==> config.mk <==
export PLATFORM = sky130hd
export DESIGN_NAME = bsse_interp
export DESIGN_NICKNAME = d
export VERILOG_FILES = /design/src/rtl/bsse_pkg.sv /design/src/rtl/bsse_interp.sv
export SDC_FILE = /design/constraint.sdc
export NUM_CORES = 2
export LEC_CHECK = 0
export ABC_AREA = 1
export BUFFER_PORTS_ARGS = -buffer_cell sky130_fd_sc_hd__buf_2
export CORE_MARGIN = 2
export CORE_UTILIZATION = 45
export DETAILED_ROUTE_END_ITERATION = 16
export HOLD_SLACK_MARGIN = 0.03
export SETUP_SLACK_MARGIN = 0.4
export SYNTH_ARGS = -nofsm -noshare
export SYNTH_HDL_FRONTEND = slang
export SYNTH_SLANG_ARGS = --single-unit
export TNS_END_PERCENT = 20
==> constraint.sdc <==
create_clock -name clock -period 16.8 [get_ports clock]
set_input_delay 3.36 -clock clock [delete_from_list [all_inputs] [get_ports clock]]
set_output_delay 3.36 -clock clock [all_outputs]
set_load 0.1 [all_outputs]
==> src/rtl/bsse_pkg.sv <==
// Package for the B-spline surface evaluator: payload structs, codes,
// sizes and sequencer states. No dependencies.
package bsse_pkg;

   localparam int DEF_MAX_DEGREE  = 3;
   localparam int DEF_MAX_COLUMNS = 16;
   localparam int DEF_MAX_ROWS    = 16;

   localparam int ONE_Q16   = 65536;
   localparam int HALF_Q16  = 32768;
   localparam int DIV_BITS  = 49;   // |(t - knot)| << 16 fits in 49 bits
   localparam int DEN_BITS  = 33;   // |knot difference| fits in 33 bits
   localparam int CSR_IDX_W = 3;
   localparam int CSR_DAT_W = 16;

   localparam logic [1:0] REQ_LOAD_U = 2'd0;
   localparam logic [1:0] REQ_LOAD_V = 2'd1;
   localparam logic [1:0] REQ_LOAD_P = 2'd2;
   localparam logic [1:0] REQ_EVAL   = 2'd3;

   localparam logic [CSR_IDX_W-1:0] CSR_DEG_U  = 3'd0;
   localparam logic [CSR_IDX_W-1:0] CSR_DEG_V  = 3'd1;
   localparam logic [CSR_IDX_W-1:0] CSR_COLS   = 3'd2;
   localparam logic [CSR_IDX_W-1:0] CSR_ROWS   = 3'd3;
   localparam logic [CSR_IDX_W-1:0] CSR_THRESH = 3'd4;

   typedef struct packed {
      logic [1:0]         req_type;
      logic [4:0]         knot_or_column_index;
      logic [3:0]         row_index;
      logic signed [31:0] knot_value;
      logic signed [31:0] coord_x;
      logic signed [31:0] coord_y;
      logic signed [31:0] coord_z;
      logic signed [31:0] param_u;
      logic signed [31:0] param_v;
   } bsse_req_type;

   typedef struct packed {
      logic signed [31:0] point_x;
      logic signed [31:0] point_y;
      logic signed [31:0] point_z;
   } bsse_rsp_type;

   // Element 0 is x, 1 is y, 2 is z.
   typedef logic [2:0][31:0] pt_type;

   typedef enum logic [4:0] {
      S_IDLE, S_LO, S_HI, S_HIW, S_SPAN, S_SPANW, S_LD, S_LDW,
      S_DA, S_DB, S_DC, S_DIV, S_W0, S_W1, S_W2, S_INT, S_INTW,
      S_WB, S_RES, S_RESW, S_OUT
   } state_type;

endpackage

==> src/rtl/bsse_interp.sv <==
// Two-stage interpolation unit: d0 + round((d1 - d0) * alpha / 2^16).
// Depends on bsse_pkg.
module bsse_interp import bsse_pkg::*; (
   input  logic               clock,
   input  logic               reset,
   input  logic               start,
   input  logic signed [31:0] d0,
   input  logic signed [31:0] d1,
   input  logic [16:0]        alpha,
   output logic               done,
   output logic [31:0]        result
);

   logic signed [50:0] prod_ff, prod_in;
   logic signed [31:0] base_ff;
   logic signed [32:0] diff;
   logic signed [34:0] sum;
   logic               v1_ff, v2_ff;
   logic [31:0]        res_ff, res_in;

   always_comb begin
      diff    = 33'(d1) - 33'(d0);
      prod_in = 51'(diff * $signed({1'b0, alpha})) + 51'(HALF_Q16);
      sum     = 35'(base_ff) + 35'(prod_ff >>> 16);
      res_in  = sum[31:0];
   end

   always_ff @(posedge clock) begin
      if (start) begin
         prod_ff <= prod_in;
         base_ff <= d0;
      end
      res_ff <= res_in;
      if (reset) begin
         v1_ff <= 1'b0;
         v2_ff <= 1'b0;
      end else begin
         v1_ff <= start;
         v2_ff <= v1_ff;
      end
   end

   assign done   = v2_ff;
   assign result = res_ff;

endmodule

==> flow_summary_export.csv <==
group,metric,value,unit
run_status,status,"complete, no violations",
synth,synth-adder-area-share,50.3,%
final_layout,multi_input_area,19700,µm²
hold_path,hold_class,"flip-flop to flip-flop",
die,die_w,243,µm
final_layout,design_area,27400,µm²
job,cap_violations,0,
synth,synth.yosys.seq_area_share,10.1,%
setup_path,end_kind,"flip-flop",
synth,syn-cell-area,25700,µm²
cts,ctsResizeCount,0,
setup_path,crit_top_cell,"fa_1",
setup_path,path_max_fanout,10,
sta,clock_skew,0.00652,ns
setup_path,start_kind,"input pin",
cts,clk_latency,0.36,ns
die,core-area,56400,µm²
sta,rsz0062_at_grt,"no",
cts,postCtsSetupBuffers,0,
die,die_h,243,µm
place,placed_cell_area,27100,µm²
cts,clock-root-buffer,"clkbuf_16",
synth,syn_avg_cell_area,8.09,µm²
detailed_routing,wl_per_cell,20.9,µm
cts,clk_pin_slew,0.07,ns
sta,tns,0,ns
cts,hold_buffers,0,
global_routing,antenna_found_initial,0,
place,place_congestion,0.974,
synth,synthFlopType,"edfxtp_1",
synth,synth.distinct_cells,51,
final_layout,nFillCells,5641,
sta,finalHoldViolCount,0,
sta,drv_slew,0,
final_layout,antenna_cells,0,
synth,ys_seq_elements,98,
synth,synth_cells,3175,
place,io_buffers,116,
final_layout,syn_to_final_growth,6.64,%
setup_path,cp.arrival,11.57,ns
detailed_routing,vias,21012,
die,io_pins,117,
die,dieArea,59000,µm²
setup_path,critPathKind,"input pin to flip-flop",
synth,syn_nets,3982,
detailed_routing,drc,0,
setup_path,worstPathRequired,16.96,ns
detailed_routing,ant_nets,0,
synth,synthMuxAreaShare,0,%
final_layout,fin_util,48.6,%
sta,relSlewSlack,23.9,%
setup_path,slowest_delay,0.56,ns
detailed_routing,firstDrtPassIters,5,
cts,cts_num_sinks,98,
global_routing,grt_pass1_vias,22651,
cts,cts_buffers,9,
synth,synth_edf_count,64,
synth,yosys.area_share.simple,17.7,%
global_routing,track_usage,29.2,%
global_routing,grt_max_degree,66,
cts,ctsHtreeMaxLevel,3,
setup_path,crit_slowest_cell,"fa_1",
final_layout,nNetsFinal,4052,
sta,period_needed,11.41,ns
cts,cts_buffer_depth,2,
synth,synth_top_family_by_area,"adder cells",
cts,cts_tree,"yes",
sta,fin_crit_sh,67.9,%
synth,async_flop_share,0,%
final_layout,drive_above_1_share,6.28,%
sta,setup_violations,0,
detailed_routing,drt_iter0_markers,1415,
synth,synth_compound_area_share,5.58,%
final_layout,seqCellArea,2600,µm²
die,rows,87,
global_routing,grt_pass1_wl,130,mm
detailed_routing,totalWireLength,83.9,mm
synth,ys_warn_count,0,
global_routing,grt_overflow,0,
sta,fmax,0.0877,GHz
place,post-dp-hpwl,71.7,mm
detailed_routing,via_per_inst,5.25,
synth,synth_xor_area_share,2.94,%
sta,worst_pin_slew,1.14,ns
sta,hold_slack,0.410,ns
die,start_util,45.6,%
sequential cells by signal (all words and copies together), names as in the netlist:
name / cells
done: 1
result: 32
prod_ff: 32
v1_ff: 1
base_ff: 32
cell type report:
type / instances / share of cell area [%]
clock inverter: 7 / 0.452
multi-input combinational: 2172 / 71.8
timing repair buffer: 136 / 2.67
sequential: 98 / 9.50
tap: 756 / 3.45
inverter: 828 / 11.3
clock buffer: 9 / 0.822
synthesized netlist by cell type (6+ instances only):
cell type / number / share of area (%)
clkbuf_1: 58 / 0.85
o21ai_0: 58 / 1.1
or2_2: 20 / 0.49
xor2_1: 49 / 1.7
buf_4: 7 / 0.20
edfxtp_1: 64 / 7.5
buf_2: 10 / 0.19
ha_1: 206 / 10
a31oi_1: 14 / 0.34
nand2_1: 484 / 7.1
a21oi_1: 113 / 2.2
dfxtp_1: 34 / 2.6
inv_1: 820 / 12
and3_1: 7 / 0.17
nand3_1: 117 / 2.3
nand2_2: 7 / 0.17
or2_1: 10 / 0.24
fa_1: 517 / 40
nand4_1: 7 / 0.17
nor3_1: 21 / 0.41
nor2_1: 442 / 6.5
a21o_1: 13 / 0.38
o21bai_1: 9 / 0.26
inv_2: 6 / 0.088
xnor2_1: 26 / 0.89
metal layers:
layer / up-vias / GRT usage, % / wire length (µm)
met5: - / 0 / 0
met4: 0 / 10.0 / 3210
met3: 162 / 5.06 / 6380
met2: 862 / 48.0 / 38500
met1: 10452 / 39.2 / 35800
li1: 9536 / - / -
worst paths after layout:
| check | from | endpoint | cells after the start | slack, ns |
|---|---|---|---|---|
| max | d0[0] | prod_ff[46] | 36 | 5.39 |
| min | v1_ff | done | 2 | 0.41 |
| max reg2reg | base_ff[0] | result[30] | 11 | 13.50 |
| min reg2reg | v1_ff | done | 2 | 0.41 |
kinds of logic (layout without fill, tap and decap cells):
kind of cell | Yosys count | after routing
AND/OR/NAND/NOR | 1123 | 1123
buffers and inverters | 905 | 980
adder cells (fa/ha/maj) | 723 | 723
AO/OA/AOI/OAI | 245 | 245
flip-flops | 98 | 98
XOR/XNOR | 81 | 81
worst max-delay path, delay by kind of cell:
family                   cells  cell delay (ns)
AO/OA/AOI/OAI                5             1.17
XOR/XNOR                     1             0.29
adder cells (fa/ha/maj)      9             3.93
buffers and inverters        7             0.49
AND/OR/NAND/NOR             14             2.34
layout by cell type, fill, tap and decap left out, types with 21 or more instances in the layout:
cell type | netlist | layout
inv_1 | 820 | 820
fa_1 | 517 | 517
nand2_1 | 484 | 484
nor2_1 | 442 | 442
ha_1 | 206 | 206
nand3_1 | 117 | 117
buf_2 | 10 | 116
a21oi_1 | 113 | 113
edfxtp_1 | 64 | 64
o21ai_0 | 58 | 58
xor2_1 | 49 | 49
dfxtp_1 | 34 | 34
xnor2_1 | 26 | 25
nor3_1 | 21 | 21
per-stage QoR:
step / cells / setup slack [ns]
final: 4006 / 5.39
after detailed placement: 3990 / 5.08
after CTS: 4006 / 5.46
after global routing: 4006 / 5.03
after global placement: 3990 / 5.11
after floorplan: 3175 / 6.77
Power is not shown: default switching activity piles up to over one toggle a cycle in this logic, so the estimate is an artifact.
