--- config.mk ---
export PLATFORM = sky130hd
export DESIGN_NAME = bsse_div
export DESIGN_NICKNAME = d
export VERILOG_FILES = /design/src/rtl/bsse_pkg.sv /design/src/rtl/bsse_div.sv
export SDC_FILE = /design/constraint.sdc
export NUM_CORES = 1
export LEC_CHECK = 0
export ABC_AREA = 1
export BUFFER_PORTS_ARGS = -buffer_cell sky130_fd_sc_hd__buf_2
export CAP_MARGIN = 20
export CORE_MARGIN = 3
export CORE_UTILIZATION = 50
export DETAILED_ROUTE_END_ITERATION = 7
export GPL_ROUTABILITY_DRIVEN = 0
export PLACE_DENSITY = 0.8
export SLEW_MARGIN = 10
export SYNTH_ARGS = -nofsm -noshare
export SYNTH_HDL_FRONTEND = slang
export SYNTH_SLANG_ARGS = --single-unit
--- constraint.sdc ---
create_clock -name clock -period 2.5 [get_ports clock]
set_clock_uncertainty 0.1 [all_clocks]
set_input_delay 0.125 -clock clock [delete_from_list [all_inputs] [get_ports clock]]
set_output_delay 0.125 -clock clock [all_outputs]
set_load 0.05 [all_outputs]
--- src/rtl/bsse_pkg.sv ---
// Package for the B-spline surface evaluator: payload structs, codes,
// sizes and sequencer states. No dependencies.
package bsse_pkg;

   localparam int DEF_MAX_DEGREE  = 3;
   localparam int DEF_MAX_COLUMNS = 16;
   localparam int DEF_MAX_ROWS    = 16;

   localparam int ONE_Q16   = 65536;
   localparam int HALF_Q16  = 32768;
   localparam int DIV_BITS  = 49;   // |(t - knot)| << 16 fits in 49 bits
   localparam int DEN_BITS  = 33;   // |knot difference| fits in 33 bits
   localparam int CSR_IDX_W = 3;
   localparam int CSR_DAT_W = 16;

   localparam logic [1:0] REQ_LOAD_U = 2'd0;
   localparam logic [1:0] REQ_LOAD_V = 2'd1;
   localparam logic [1:0] REQ_LOAD_P = 2'd2;
   localparam logic [1:0] REQ_EVAL   = 2'd3;

   localparam logic [CSR_IDX_W-1:0] CSR_DEG_U  = 3'd0;
   localparam logic [CSR_IDX_W-1:0] CSR_DEG_V  = 3'd1;
   localparam logic [CSR_IDX_W-1:0] CSR_COLS   = 3'd2;
   localparam logic [CSR_IDX_W-1:0] CSR_ROWS   = 3'd3;
   localparam logic [CSR_IDX_W-1:0] CSR_THRESH = 3'd4;

   typedef struct packed {
      logic [1:0]         req_type;
      logic [4:0]         knot_or_column_index;
      logic [3:0]         row_index;
      logic signed [31:0] knot_value;
      logic signed [31:0] coord_x;
      logic signed [31:0] coord_y;
      logic signed [31:0] coord_z;
      logic signed [31:0] param_u;
      logic signed [31:0] param_v;
   } bsse_req_type;

   typedef struct packed {
      logic signed [31:0] point_x;
      logic signed [31:0] point_y;
      logic signed [31:0] point_z;
   } bsse_rsp_type;

   // Element 0 is x, 1 is y, 2 is z.
   typedef logic [2:0][31:0] pt_type;

   typedef enum logic [4:0] {
      S_IDLE, S_LO, S_HI, S_HIW, S_SPAN, S_SPANW, S_LD, S_LDW,
      S_DA, S_DB, S_DC, S_DIV, S_W0, S_W1, S_W2, S_INT, S_INTW,
      S_WB, S_RES, S_RESW, S_OUT
   } state_type;

endpackage

--- src/rtl/bsse_div.sv ---
// Iterative restoring divider that produces the de Boor alpha in Q1.16.
// Depends on bsse_pkg.
module bsse_div import bsse_pkg::*; (
   input  logic               clock,
   input  logic               reset,
   input  logic               start,
   input  logic signed [32:0] num,
   input  logic signed [32:0] den,
   output logic               done,
   output logic [16:0]        alpha
);

   logic [DIV_BITS-1:0] quo_ff, quo_in;
   logic [DEN_BITS:0]   rem_ff, rem_in;
   logic [DEN_BITS-1:0] den_ff, den_in;
   logic                neg_ff, neg_in;
   logic [5:0]          cnt_ff, cnt_in;
   logic                busy_ff, busy_in;
   logic                done_ff, done_in;
   logic [DEN_BITS:0]   rem_sh;
   logic [32:0]         num_mag;

   always_comb begin
      quo_in  = quo_ff;
      rem_in  = rem_ff;
      den_in  = den_ff;
      neg_in  = neg_ff;
      cnt_in  = cnt_ff;
      busy_in = busy_ff;
      done_in = 1'b0;
      num_mag = num[32] ? 33'(-num) : 33'(num);
      rem_sh  = {rem_ff[DEN_BITS-1:0], quo_ff[DIV_BITS-1]};
      if (start) begin
         quo_in  = {num_mag, 16'd0};
         rem_in  = '0;
         den_in  = den[32] ? 33'(-den) : 33'(den);
         neg_in  = num[32] ^ den[32];
         cnt_in  = 6'(DIV_BITS - 1);
         busy_in = 1'b1;
      end else if (busy_ff) begin
         if (rem_sh >= {1'b0, den_ff}) begin
            rem_in = rem_sh - {1'b0, den_ff};
            quo_in = {quo_ff[DIV_BITS-2:0], 1'b1};
         end else begin
            rem_in = rem_sh;
            quo_in = {quo_ff[DIV_BITS-2:0], 1'b0};
         end
         if (cnt_ff == '0) begin
            busy_in = 1'b0;
            done_in = 1'b1;
         end else begin
            cnt_in = cnt_ff - 6'd1;
         end
      end
   end

   always_ff @(posedge clock) begin
      quo_ff <= quo_in;
      rem_ff <= rem_in;
      den_ff <= den_in;
      neg_ff <= neg_in;
      cnt_ff <= cnt_in;
      if (reset) begin
         busy_ff <= 1'b0;
         done_ff <= 1'b0;
      end else begin
         busy_ff <= busy_in;
         done_ff <= done_in;
      end
   end

   // A negative quotient clamps to zero, a large one to one.
   always_comb begin
      if (neg_ff) begin
         alpha = '0;
      end else if (quo_ff > DIV_BITS'(ONE_Q16)) begin
         alpha = 17'(ONE_Q16);
      end else begin
         alpha = quo_ff[16:0];
      end
   end

   assign done = done_ff;

endmodule

==> reports/metrics.cfg <==
[setup_path]
crit_slowest_cell=nor4_1
path_common_cell=buf_6
endpoint_kind=output port
critical_path.cell_chain=inv_1 -> nand4_1 -> nor4_1 -> o21ai_2 -> buf_6 -> nor3_2 -> buf_6
crit_family=simple AND/OR/NAND/NOR gates
critPathMaxFanout=8
crit_path_max_incr_delay_ps=550
path_class=reg -> out
path_buf_inv=3
critPathLaunchType=flop
arrival_ps=2360
worstPathRequired_ps=2280

[synth]
netlist.area_leader.share=0.2133
synthesis.nets=1565
synth_edf_count=67
synthCells=1458
synth.distinct_cells=42
yosysTopAreaCell=edfxtp_1
synth_area_leaders=edfxtp_1 21%, nand2_1 20%, dfxtp_1 12%
syn-cell-area_mm2=0.009432
synthFlopType=edfxtp_1
ys_seq_area_frac=0.3343
ys_seq_elements=124
syn_area_per_cell_um2=6.469
yosys_warnings=0
async_flop_share=0

[sta]
slew_headroom=0.2131
maxSlewViolCount=0
hold_viol_final=0
period_share=1.036
fin_worst_hold_slack_ps=10.26
fin_tns_setup_ps=-813.2
fin_ws_ps=-89.68
setup_viol=16
worstMarginPinSlew_ps=1180
max_clock_freq_mhz=386.1
rsz0062_at_grt=true
period_needed_ps=2590

[grt]
grt_max_degree=50
use_met1=0.3560
grt_pass1_wl_mm=43.15
gr-usage-all-layers=0.2595
antenna_found_initial=0
grt.met3_usage=0.05624
busiest_layer=met2
grt_util_met2=0.4147
overflow=0
first_global_vias=8976

[clock_tree]
clockBufferDepth=2
cts.sinks=124
cts_tree=built
root_buffer=clkbuf_16
clock_latency_ps=420
clkSlewWorstSetupHoldPaths_ps=50
htree_levels=4
cts_inserted_buffers=17

[run_status]
violations=negative setup slack
status=finished, violations left

[die]
die_w_um=143.3
io_pins=87
die_area_mm2=0.02055
die_h_um=143.3
core_area_mm2=0.01827
start_util=0.5162
rows=49

[drt]
via_per_inst=5.450
wl_per_cell_um=15.14
vias=9897
final_antenna_net_count=0
dr.first_iter.drc_count=1064
drtPass1Iterations=5
drc_errors=0
wirelength_mm=27.50

[final_layout]
synthToLayoutAreaGrowth_pct=20.75
final_common_cell=nand2_1
regArea_mm2=0.003153
multi_input_area_mm2=0.005348
drive_gt1_frac=0.1229
nets=1681
final_cell_mix=491 x nand2_1, 266 x inv_1, 100 x nand3_1
antenna_cells_inserted=0
fillers=1582

[power_and_ir_drop]
peakVddDrop_mv=0.4068
p_leak_nw=5.860
p_per_area_mw_per_mm2=511.1

[min_path]
hp-class=in -> reg

[placed_design]
dp_worst_setup_slack_ps=143.8
dp_hpwl_mm=19.71
port_buffers=86

[run]
cap_violations=0

-- stage by stage --
step / utilization / cells / power [W] / instance area (um2)
2_1_floorplan: - / 1458 / 0.002948 / 9432
3_3_place_gp: 0.5565 / 1757 / 0.003220 / 10170
3_5_place_dp: 0.5565 / 1757 / 0.003238 / 10170
4_1_cts: 0.6079 / 1815 / 0.005785 / 11110
5_1_grt: 0.6233 / 1816 / 0.006042 / 11390
6_report: 0.6233 / 1816 / 0.005821 / 11390
-- sequential cells by signal, summed over array words and instances (netlist names) --
register and flops:
quo_ff 49, den_ff 33, rem_ff 33, cnt_ff 6, busy_ff 1, done 1
neg_ff 1
-- kinds of logic (layout without fill, tap and decap cells) --
family          count (synthesis)  count (layout)  share of synthesized area
compound gates                131             131                    0.07575
xor+xnor                       46              46                    0.04272
fa+ha+maj                      38              38                    0.05121
buf+inv                       303             432                     0.1231
flops                         124             124                     0.3343
simple gates                  816             816                     0.3729
-- path summary, 6_finish.rpt --
kind / from / to / cells after the start / slack [ps]
hold / removal: num[7] / quo_ff[23] / 3 / 10
setup / recovery: quo_ff[5] / alpha[12] / 7 / -90
hold reg to reg: cnt_ff[0] / cnt_ff[0] / 2 / 360
setup reg to reg: den_ff[20] / rem_ff[25] / 14 / 150
-- worst register-to-register path: stages (launching register included) --
cell and delay, ps:
edfxtp_1 320, inv_1 80, ha_2 390, nand2_1 110, nor2_1 180, nand2_1 110
nor2_2 130, nand2_1 90, nand3_2 90, nor2_4 50, nand2_4 160, buf_6 180
nand3_1 130, nand2_1 90, nand2_1 40
-- layout make-up --
cell class              count  share of cell area
multi-input cells        1031              0.4696
flip-flops and latches    124              0.2769
inverters                 269             0.08866
repair buffers            131             0.08592
clock buffers              26             0.04658
well taps                 229             0.02516
clock inverters             6            0.007251
-- Yosys cell counts, drive strengths merged (3+ instances only) --
library cell  instances
edfxtp               67
nand2               502
buf                  10
xor2                 26
and2                  6
o21ai                55
dfxtp                57
o22ai                22
xnor2                20
nor3                 37
nand3b               27
nor2                102
clkinv                3
nand3               102
a21oi                43
clkbuf               24
inv                 266
ha                   37
nor4                 16
nand4                16
or2                   4
-- where the power goes --
| part | switching, W | internal (W) |
|---|---|---|
| combinational | 0.000587 | 0.000325 |
| clock | 0.000867 | 0.00165 |
| sequential | 0.0000843 | 0.00230 |
| total | 0.00154 | 0.00428 |
-- repair_timing --
item,4_1_cts,5_1_grt
gates cloned,0,1
pin swaps,1,3
hold buffers,25,0
buffers inserted,1,0
hold endpoints to repair,26,0
gates resized for setup,21,65
endpoints found under the setup margin,16,45
-- per-layer routing --
metal	vias to the layer above	routed length [um]
met3	73	2660
met2	525	12420
met1	4447	11560
li1	4852	-
met5	-	0
met4	0	862
No activity file was read; power rests on OpenSTA's default activity.
